## config.mk

```make
export PLATFORM = sky130hd
export DESIGN_NAME = dirty_rect_history_tracker
export DESIGN_NICKNAME = d
export VERILOG_FILES = /design/src/sv/drht_pkg.sv /design/src/sv/drht_ctrl.sv /design/src/sv/drht_dp.sv /design/src/sv/dirty_rect_history_tracker.sv
export VERILOG_INCLUDE_DIRS = /design/src /design/src/sv
export SDC_FILE = /design/constraint.sdc
export NUM_CORES = 1
export LEC_CHECK = 0
export CORE_MARGIN = 2
export CORE_UTILIZATION = 52
export DETAILED_ROUTE_END_ITERATION = 6
export DONT_BUFFER_PORTS = 1
export PLACE_DENSITY = 0.67
export SKIP_LAST_GASP = 1
export SLEW_MARGIN = 20
export SYNTH_ARGS = -nofsm -noshare
export SYNTH_HDL_FRONTEND = slang
export SYNTH_SLANG_ARGS = --single-unit
```

## constraint.sdc

```tcl
create_clock -name aclk -period 18.06 [get_ports aclk]
set_clock_uncertainty 0.15 [all_clocks]
set_input_delay 4.515 -clock aclk [delete_from_list [all_inputs] [get_ports aclk]]
set_output_delay 4.515 -clock aclk [all_outputs]
set_load 0.1 [all_outputs]
```

## src/sv/dirty_rect_history_tracker_assert.svh

```systemverilog
// Assertion macros for the dirty-rectangle history tracker.
`ifndef DIRTY_RECT_HISTORY_TRACKER_ASSERT_SVH
`define DIRTY_RECT_HISTORY_TRACKER_ASSERT_SVH

// Same-cycle implication, disabled while reset is asserted.
`define DRHT_ASSERT_IMPLY(label, clk, rstn, ante, cons, msg) \
    label: assert property (@(posedge clk) disable iff (!rstn) (ante) |-> (cons)) \
        else $error(msg);

// Next-cycle implication, disabled while reset is asserted.
`define DRHT_ASSERT_NEXT(label, clk, rstn, ante, cons, msg) \
    label: assert property (@(posedge clk) disable iff (!rstn) (ante) |=> (cons)) \
        else $error(msg);

`endif

```

## src/sv/drht_pkg.sv

```systemverilog
// Shared constants and types of the dirty-rectangle history tracker.
package drht_pkg;

    localparam int RING_DEPTH = 8;
    localparam int COORD_BITS = 12;

    localparam int SIZE_BITS  = COORD_BITS + 1;
    localparam int IMG_BITS   = 13;
    localparam int COUNT_BITS = 32;
    localparam int OP_BITS    = 2;
    localparam int PTR_BITS   = (RING_DEPTH > 1) ? $clog2(RING_DEPTH) : 1;
    localparam int REM_BITS   = $clog2(RING_DEPTH + 1);

    localparam int IN_DATA_BITS  = 2 * COORD_BITS + 2 * SIZE_BITS + COUNT_BITS;
    localparam int IN_DATA_W     = ((IN_DATA_BITS + 7) / 8) * 8;
    localparam int OUT_DATA_BITS = COUNT_BITS + 2 * COORD_BITS + 2 * SIZE_BITS;
    localparam int OUT_DATA_W    = ((OUT_DATA_BITS + 7) / 8) * 8;

    localparam logic [SIZE_BITS-1:0] MAX_DIM = SIZE_BITS'(1) << COORD_BITS;

    localparam logic [OP_BITS-1:0] OP_PAINT = 2'd0;
    localparam logic [OP_BITS-1:0] OP_FULL  = 2'd1;
    localparam logic [OP_BITS-1:0] OP_QUERY = 2'd2;

    localparam logic CFG_WIDTH  = 1'b0;
    localparam logic CFG_HEIGHT = 1'b1;

    typedef struct packed {
        logic [COORD_BITS-1:0] x;
        logic [COORD_BITS-1:0] y;
        logic [SIZE_BITS-1:0]  w;
        logic [SIZE_BITS-1:0]  h;
    } rect_t;

    // Controller to datapath.
    typedef struct packed {
        logic load;
        logic setup;
        logic step;
        logic emit;
    } cmd_t;

    // Datapath to controller.
    typedef struct packed {
        logic walk_needed;
        logic last_step;
        logic out_busy;
    } sts_t;

endpackage

```

## src/sv/drht_ctrl.sv

```systemverilog
// Controller state machine of the dirty-rectangle history tracker.
module drht_ctrl (
    input  logic            aclk,
    input  logic            aresetn,
    input  logic            s_tvalid,
    output logic            s_tready,
    input  drht_pkg::sts_t  sts,
    output drht_pkg::cmd_t  cmd
);

    typedef enum logic [3:0] {
        S_IDLE = 4'b0001,
        S_EXEC = 4'b0010,
        S_WALK = 4'b0100,
        S_EMIT = 4'b1000
    } state_t;

    state_t state_reg;
    state_t state_next;

    always_ff @(posedge aclk) begin
        if (!aresetn) begin
            state_reg <= S_IDLE;
        end else begin
            state_reg <= state_next;
        end
    end

    always_comb begin
        state_next = state_reg;
        case (state_reg)
            S_IDLE: begin
                if (s_tvalid) begin
                    state_next = S_EXEC;
                end
            end
            S_EXEC: begin
                state_next = sts.walk_needed ? S_WALK : S_EMIT;
            end
            S_WALK: begin
                if (sts.last_step) begin
                    state_next = S_EMIT;
                end
            end
            S_EMIT: begin
                if (!sts.out_busy) begin
                    state_next = S_IDLE;
                end
            end
            default: begin
                state_next = S_IDLE;
            end
        endcase
    end

    assign s_tready  = (state_reg == S_IDLE);
    assign cmd.load  = (state_reg == S_IDLE) && s_tvalid;
    assign cmd.setup = (state_reg == S_EXEC);
    assign cmd.step  = (state_reg == S_WALK);
    assign cmd.emit  = (state_reg == S_EMIT) && !sts.out_busy;

endmodule

```

## src/sv/drht_dp.sv

```systemverilog
// Datapath of the dirty-rectangle history tracker: configuration, ring, count, union walk, output register.
module drht_dp (
    input  logic                                aclk,
    input  logic                                aresetn,
    input  logic                                cfg_wr_en,
    input  logic                                cfg_index,
    input  logic [drht_pkg::IMG_BITS-1:0]       cfg_wdata,
    input  logic [drht_pkg::OP_BITS-1:0]        in_op,
    input  drht_pkg::rect_t                     in_rect,
    input  logic [drht_pkg::COUNT_BITS-1:0]     in_seen,
    input  logic                                m_tready,
    output logic                                m_tvalid,
    output logic [drht_pkg::COUNT_BITS-1:0]     out_count,
    output drht_pkg::rect_t                     out_union,
    output logic                                out_status,
    input  drht_pkg::cmd_t                      cmd,
    output drht_pkg::sts_t                      sts
);

    function automatic logic [drht_pkg::SIZE_BITS-1:0] clamp_dim(
        input logic [drht_pkg::IMG_BITS-1:0] v
    );
        logic [drht_pkg::SIZE_BITS-1:0] r;
        if (v == '0) begin
            r = drht_pkg::SIZE_BITS'(1);
        end else if (v > drht_pkg::IMG_BITS'(drht_pkg::MAX_DIM)) begin
            r = drht_pkg::MAX_DIM;
        end else begin
            r = drht_pkg::SIZE_BITS'(v);
        end
        return r;
    endfunction

    // Bounding box of two rectangles; an empty one adds nothing.
    function automatic drht_pkg::rect_t join_rect(
        input drht_pkg::rect_t a,
        input drht_pkg::rect_t b
    );
        drht_pkg::rect_t r;
        logic [drht_pkg::SIZE_BITS-1:0] ax1, ay1, bx1, by1, x1, y1;
        ax1 = drht_pkg::SIZE_BITS'(a.x) + a.w;
        ay1 = drht_pkg::SIZE_BITS'(a.y) + a.h;
        bx1 = drht_pkg::SIZE_BITS'(b.x) + b.w;
        by1 = drht_pkg::SIZE_BITS'(b.y) + b.h;
        if (a.w == '0 || a.h == '0) begin
            r = b;
        end else if (b.w == '0 || b.h == '0) begin
            r = a;
        end else begin
            r.x = (a.x < b.x) ? a.x : b.x;
            r.y = (a.y < b.y) ? a.y : b.y;
            x1  = (ax1 > bx1) ? ax1 : bx1;
            y1  = (ay1 > by1) ? ay1 : by1;
            r.w = x1 - drht_pkg::SIZE_BITS'(r.x);
            r.h = y1 - drht_pkg::SIZE_BITS'(r.y);
        end
        return r;
    endfunction

    localparam logic [drht_pkg::PTR_BITS-1:0] LAST_SLOT =
        drht_pkg::PTR_BITS'(drht_pkg::RING_DEPTH - 1);

    logic [drht_pkg::IMG_BITS-1:0]   width_reg;
    logic [drht_pkg::IMG_BITS-1:0]   height_reg;
    logic [drht_pkg::COUNT_BITS-1:0] count_reg;
    logic [drht_pkg::PTR_BITS-1:0]   wr_ptr_reg;
    logic [drht_pkg::PTR_BITS-1:0]   rd_ptr_reg;
    logic [drht_pkg::REM_BITS-1:0]   rem_reg;
    drht_pkg::rect_t                 ring_reg [drht_pkg::RING_DEPTH];

    logic [drht_pkg::OP_BITS-1:0]    op_reg;
    drht_pkg::rect_t                 rect_reg;
    logic [drht_pkg::COUNT_BITS-1:0] seen_reg;
    drht_pkg::rect_t                 union_reg;
    logic                            status_reg;

    logic                            m_tvalid_reg;
    logic [drht_pkg::COUNT_BITS-1:0] out_count_reg;
    drht_pkg::rect_t                 out_union_reg;
    logic                            out_status_reg;

    logic [drht_pkg::COUNT_BITS-1:0] behind;
    logic                            too_far;
    logic [drht_pkg::SIZE_BITS:0]    x_end;
    logic [drht_pkg::SIZE_BITS:0]    y_end;
    logic                            rect_empty;
    logic                            out_of_bounds;
    drht_pkg::rect_t                 whole;
    logic                            store;
    drht_pkg::rect_t                 store_rect;

    assign behind  = count_reg - seen_reg;
    assign too_far = behind > drht_pkg::COUNT_BITS'(drht_pkg::RING_DEPTH);

    assign x_end = (drht_pkg::SIZE_BITS+1)'(rect_reg.x) + (drht_pkg::SIZE_BITS+1)'(rect_reg.w);
    assign y_end = (drht_pkg::SIZE_BITS+1)'(rect_reg.y) + (drht_pkg::SIZE_BITS+1)'(rect_reg.h);
    assign rect_empty    = (rect_reg.w == '0) || (rect_reg.h == '0);
    assign out_of_bounds = (x_end > (drht_pkg::SIZE_BITS+1)'(clamp_dim(width_reg)))
                        || (y_end > (drht_pkg::SIZE_BITS+1)'(clamp_dim(height_reg)));

    assign whole.x = '0;
    assign whole.y = '0;
    assign whole.w = clamp_dim(width_reg);
    assign whole.h = clamp_dim(height_reg);

    always_comb begin
        store      = 1'b0;
        store_rect = rect_reg;
        case (op_reg)
            drht_pkg::OP_PAINT: begin
                store = !rect_empty && !out_of_bounds;
            end
            drht_pkg::OP_FULL: begin
                store      = 1'b1;
                store_rect = whole;
            end
            default: begin
                store = 1'b0;
            end
        endcase
    end

    assign sts.walk_needed = (op_reg == drht_pkg::OP_QUERY) && !too_far && (behind != '0);
    assign sts.last_step   = (rem_reg == drht_pkg::REM_BITS'(1));
    assign sts.out_busy    = m_tvalid_reg && !m_tready;

    // Configuration registers.
    always_ff @(posedge aclk) begin
        if (!aresetn) begin
            width_reg  <= drht_pkg::IMG_BITS'(4096);
            height_reg <= drht_pkg::IMG_BITS'(4096);
        end else if (cfg_wr_en) begin
            case (cfg_index)
                drht_pkg::CFG_WIDTH:  width_reg  <= cfg_wdata;
                drht_pkg::CFG_HEIGHT: height_reg <= cfg_wdata;
                default: ;
            endcase
        end
    end

    // History ring and paint count.
    always_ff @(posedge aclk) begin
        if (!aresetn) begin
            count_reg  <= '0;
            wr_ptr_reg <= '0;
            for (int i = 0; i < drht_pkg::RING_DEPTH; i++) begin
                ring_reg[i] <= '0;
            end
        end else if (cmd.setup && store) begin
            ring_reg[wr_ptr_reg] <= store_rect;
            count_reg  <= count_reg + drht_pkg::COUNT_BITS'(1);
            wr_ptr_reg <= (wr_ptr_reg == LAST_SLOT) ? '0 : wr_ptr_reg + drht_pkg::PTR_BITS'(1);
        end
    end

    // Item registers, walk state and union.
    always_ff @(posedge aclk) begin
        if (!aresetn) begin
            rem_reg <= '0;
        end else if (cmd.setup) begin
            rem_reg <= sts.walk_needed ? behind[drht_pkg::REM_BITS-1:0] : '0;
        end else if (cmd.step) begin
            rem_reg <= rem_reg - drht_pkg::REM_BITS'(1);
        end
    end

    always_ff @(posedge aclk) begin
        if (cmd.load) begin
            op_reg   <= in_op;
            rect_reg <= in_rect;
            seen_reg <= in_seen;
        end
        if (cmd.setup) begin
            rd_ptr_reg <= (wr_ptr_reg == '0) ? LAST_SLOT : wr_ptr_reg - drht_pkg::PTR_BITS'(1);
            status_reg <= (op_reg == drht_pkg::OP_PAINT) && !rect_empty && out_of_bounds;
            union_reg  <= ((op_reg == drht_pkg::OP_QUERY) && too_far) ? whole : '0;
        end else if (cmd.step) begin
            union_reg  <= join_rect(union_reg, ring_reg[rd_ptr_reg]);
            rd_ptr_reg <= (rd_ptr_reg == '0) ? LAST_SLOT : rd_ptr_reg - drht_pkg::PTR_BITS'(1);
        end
    end

    // Output register.
    always_ff @(posedge aclk) begin
        if (!aresetn) begin
            m_tvalid_reg <= 1'b0;
        end else if (cmd.emit) begin
            m_tvalid_reg <= 1'b1;
        end else if (m_tready) begin
            m_tvalid_reg <= 1'b0;
        end
    end

    always_ff @(posedge aclk) begin
        if (cmd.emit) begin
            out_count_reg  <= count_reg;
            out_union_reg  <= union_reg;
            out_status_reg <= status_reg;
        end
    end

    assign m_tvalid   = m_tvalid_reg;
    assign out_count  = out_count_reg;
    assign out_union  = out_union_reg;
    assign out_status = out_status_reg;

endmodule

```

## src/sv/dirty_rect_history_tracker.sv

```systemverilog
// Top level of the dirty-rectangle history tracker.
//
//  Channel  Direction  Carries
//  s_*      in         paint / paint-whole-image / query items (op in tuser)
//  m_*      out        one result per item: count and union (status in tuser)
//  cfg_*    in         image_width (index 0), image_height (index 1)
//
// A paint, paint-whole-image or unused-op item passes the states accept, execute
// and emit; its result turns valid when emit loads the output register.
// A query adds walk steps before emit, one per newer paint (0..RING_DEPTH), one entry each.
// One item is in flight at a time; the next is taken once the result sits in
// the output register, and a stalled result holds the following one in emit.
// Reset is synchronous, active low: clear the ring and count, set 4096 x 4096.
`include "dirty_rect_history_tracker_assert.svh"

module dirty_rect_history_tracker (
    input  logic                              aclk,
    input  logic                              aresetn,

    input  logic                              s_tvalid,
    output logic                              s_tready,
    // rect_x, rect_y, rect_w, rect_h, seen_count, zero fill (lowest bit up)
    input  logic [drht_pkg::IN_DATA_W-1:0]    s_tdata,
    // op
    input  logic [drht_pkg::OP_BITS-1:0]      s_tuser,

    output logic                              m_tvalid,
    input  logic                              m_tready,
    // now_count, union_x, union_y, union_w, union_h, zero fill (lowest bit up)
    output logic [drht_pkg::OUT_DATA_W-1:0]   m_tdata,
    // status
    output logic                              m_tuser,

    input  logic                              cfg_wr_en,
    input  logic                              cfg_index,
    input  logic [drht_pkg::IMG_BITS-1:0]     cfg_wdata
);

    localparam int CB = drht_pkg::COORD_BITS;
    localparam int SB = drht_pkg::SIZE_BITS;
    localparam int NB = drht_pkg::COUNT_BITS;

    drht_pkg::cmd_t                  cmd;
    drht_pkg::sts_t                  sts;
    drht_pkg::rect_t                 in_rect;
    logic [NB-1:0]                   in_seen;
    logic [NB-1:0]                   out_count;
    drht_pkg::rect_t                 out_union;
    logic                            out_status;

    // Unpack the input transfer.
    assign in_rect.x = s_tdata[CB-1:0];
    assign in_rect.y = s_tdata[2*CB-1:CB];
    assign in_rect.w = s_tdata[2*CB+SB-1:2*CB];
    assign in_rect.h = s_tdata[2*CB+2*SB-1:2*CB+SB];
    assign in_seen   = s_tdata[2*CB+2*SB+NB-1:2*CB+2*SB];

    drht_ctrl u_ctrl (
        .aclk     (aclk),
        .aresetn  (aresetn),
        .s_tvalid (s_tvalid),
        .s_tready (s_tready),
        .sts      (sts),
        .cmd      (cmd)
    );

    drht_dp u_dp (
        .aclk       (aclk),
        .aresetn    (aresetn),
        .cfg_wr_en  (cfg_wr_en),
        .cfg_index  (cfg_index),
        .cfg_wdata  (cfg_wdata),
        .in_op      (s_tuser),
        .in_rect    (in_rect),
        .in_seen    (in_seen),
        .m_tready   (m_tready),
        .m_tvalid   (m_tvalid),
        .out_count  (out_count),
        .out_union  (out_union),
        .out_status (out_status),
        .cmd        (cmd),
        .sts        (sts)
    );

    // Pack the result transfer, lowest field first, zero fill on top.
    assign m_tdata = drht_pkg::OUT_DATA_W'({out_union.h, out_union.w, out_union.y,
                                            out_union.x, out_count});
    assign m_tuser = out_status;

    // One item in flight: an accepted transfer blocks the input next cycle.
    `DRHT_ASSERT_NEXT(a_one_in_flight, aclk, aresetn, s_tvalid && s_tready, !s_tready,
        "input accepted twice in a row")

    // Never load the output register over a stalled result.
    `DRHT_ASSERT_IMPLY(a_emit_free, aclk, aresetn, cmd.emit, !sts.out_busy,
        "result emitted over a stalled output")

    // A new result appears only after the controller emitted it.
    `DRHT_ASSERT_IMPLY(a_valid_from_emit, aclk, aresetn, $rose(m_tvalid), $past(cmd.emit),
        "output valid rose without an emit")

endmodule
```

==> impl_results.md <==
* Highest Clock Rate at 0.111 GHz
* Cell Area, Synth at 0.0366 mm2
* IO Pins at 200
* Clock period minus worst slack at 8970 ps
* Final setup violation count at 0
* Clock sink total at 694
* Post-Synth Simple-Gate Area at 13.0%
* Avg Inst Size Synth at 11.6 um2
* Number of synthesized flops with an enable pin at 621
* CP endpoint kind: register
* Initial antenna violation count at 6
* Type of the worst min-delay path: register to register
* Vias at 25,804
* Top cells by count, synth: edfxtp_1 (621), nor2_1 (585), nand2_1 (214)
* Synth Area in Adders at 7.66%
* XOR/XNOR Fraction of Synth Area at 2.61%
* Yosys top cell area share at 50.9%
* Drc violations at 0
* FF+latch count, synth at 694
* Post-CTS sizing at 0
* M1 GR Usage at 38.3%
* CP Max Fanout at 56
* Worst slew pin tran at 1040 ps
* Synth top area cells: edfxtp_1 (51%), ha_1 (7.2%), mux4_2 (6.1%)
* WP data required at 18,260 ps
* Critical Setup Path Class: register to register
* Slowest cell delay on critical path at 830 ps
* I/O Buffers at 0
* Worst skew pair latency at 640 ps
* # hold bufs at CTS at 0
* VDD IR max at 112 uV
* Site row count at 97
* Worst slew margin at 30.4%
* Comb pwr share at 36.1%
* TritonCTS buffer count at 75
* Design Area, Final at 0.0403 mm2
* Count leader, synth: edfxtp_1
* Clk slew on worst S/H paths at 60 ps
* Final WL at 102 mm
* Hold Violations, Final at 0
* Maximum capacitance violations at 0
* Worst Reg-to-Reg Cells at 29
* Largest family of logic cells by synthesized area: simple AND/OR/NAND/NOR gates
* Synth Area in Compound Gates at 9.64%
* Avg WL per Cell at 24.7 um
* Met3 usage in global routing at 5.71%
* GRT Util Overall at 27.9%
* Pint at 0.00367 W
* Global route total overflow at 0
* Share of flip-flops with an asynchronous set or reset at 0%
* RSZ-0062 raised after global routing: false
* Area grow syn2layout at 9.87%
* H-Tree Depth at 3
* Via density at 6.24
* RePlAce Congestion at 0.921
* CP Data Arrival Time at 9170 ps
* Hpwl dp at 67.4 mm
* First-pass GRT wire length at 153 mm
* Setup TNS at 0 ps
* Layout cells sized above 1 at 10.4%
* Area after DPL at 0.0377 mm2
* Multiplexer share of the synthesized area at 9.16%
* Seq/Total Area, Yosys at 54.9%
* Largest net degree at the start of global routing at 101
* Yosys warning count at 0
* Final period util at 49.7%
* Mapped Cells at 3,149
* Switching power at 0.00190 W
* Final hold slack at 295 ps
* Switching fraction of total power at 34.2%
* Reg2reg setup slack at 9090 ps
* Outcome: finished, final reports clean
* Setup Buffers After CTS at 0
* CTS tree: yes
* CORE AREA at 0.0699 mm2
* Critical path's slowest cell: dfxtp_4
* Predominant post-synthesis flop cell: edfxtp_1
* Vias in the first global route at 25,359
* Initial drt markers at 2,674
* Clk buf depth at 3
* Clk pwr share at 28.3%
* Synth cell types at 78
* Initial Util at 52.4%
* Pleak at 14.9 nW
* Final Max Tran Viols at 0
* Antenna-violating nets left at 0
* CTS root buf: clkbuf_16
* Die Wd at 269 um
* Die H at 269 um
* Tot Pwr at 0.00557 W
* Met2 Usage GRT at 44.2%
* Nets at 3,456
* Crit path launch type: register
* Hold Crit Depth at 0
* Max reg flops at 400
* Pre-Repair DR Iteration Count at 5
* Reg power frac at 35.7%
* Worst Hold Endpoint: u_dp.out_status$_DFFE_PP_
* Pwr dens at 138 mW/mm2
* Die footprint at 0.0726 mm2
* R2r endpoint: u_dp.union_reg[11]$_DFFE_PP_
* Busiest grt layer: met2
* Hold Crit Start: u_dp.status_reg$_DFFE_PP_
* Post-synth top area cell: edfxtp_1
power groups by stage:
stage / Clock [W] / Combinational (W) / Sequential, W
after floorplan: 0 / 0.00151 / 0.00198
after global placement: 0 / 0.00194 / 0.00202
final: 0.00157 / 0.00201 / 0.00199
after CTS: 0.00159 / 0.00199 / 0.00199
after detailed placement: 0 / 0.00197 / 0.00202
after global routing: 0.00165 / 0.00223 / 0.00199
metrics by stage:
step	util (%)	cells	setup slack (ps)
floorplan	-	3154	9040
global placement	54.0	3990	9430
detailed placement	54.0	3990	9230
CTS	57.5	4129	9160
global route	57.6	4132	8520
finish	57.6	4133	9090
critical path: cells and delay by family, from the launching register on:
family	cells	cell delay, ps
AOI/OAI and AO/OA	14	3440
xor gates and xnor gates	2	460
adders and majority gates	4	1270
buffers and inverters	1	830
DFF	1	830
muxes	3	1020
and+or+nand+nor	5	610
cell type report:
class	instances	area, um2
fillers	5751	29700
flip-flops and latches	694	20100
multi-input cells	2173	15600
clock buffers	94	2030
well taps	940	1180
inverters	153	574
clock inverters	45	469
repair buffers	31	289
diodes	3	7.51
kinds of logic after synthesis:
kind of cell	after synthesis
buf+inv	287
compound gates	546
mux	204
other cells	1
fa+ha+maj	219
xor+xnor	109
flops	694
simple gates	1089
how the worst max path moves through the flow:
stage | from | to | slack [ps] | cells past startpoint
6_report | register | u_dp.union_reg[11]$_DFFE_PP_ | 9090 | 29
5_1_grt | register | u_dp.union_reg[11]$_DFFE_PP_ | 8520 | 29
4_1_cts | register | u_dp.union_reg[11]$_DFFE_PP_ | 9160 | 29
3_5_place_dp | register | u_dp.union_reg[11]$_DFFE_PP_ | 9230 | 29
3_3_place_gp | register | u_dp.union_reg[11]$_DFFE_PP_ | 9430 | 29
2_1_floorplan | m_tready | u_dp.out_count[0]$_DFFE_PP_ | 9040 | 2
per-layer routing:
| metal | wire length, um | vias to the layer above | part of all wire (%) |
|---|---|---|---|
| li1 | - | 11617 | - |
| met1 | 42100 | 12721 | 41 |
| met2 | 47000 | 1253 | 46 |
| met3 | 9540 | 211 | 9.3 |
| met4 | 3540 | 2 | 3.5 |
| met5 | 13 | - | 0.013 |
cells in the final DEF (no fill, tap or decap), types with 42 or more instances in the layout:
master     instances
clkbuf_16         78
xor2_1            42
dfxtp_1           70
a21oi_1          201
nand3_1           47
a21o_1            50
xnor2_1           67
nor2_1           585
mux2i_1           53
mux4_2           100
edfxtp_1         621
nand2_1          206
ha_1             210
o21ai_0           83
mux2_2            51
inv_1            149
nor3_1            51
Power figures use the tool's default switching activity.
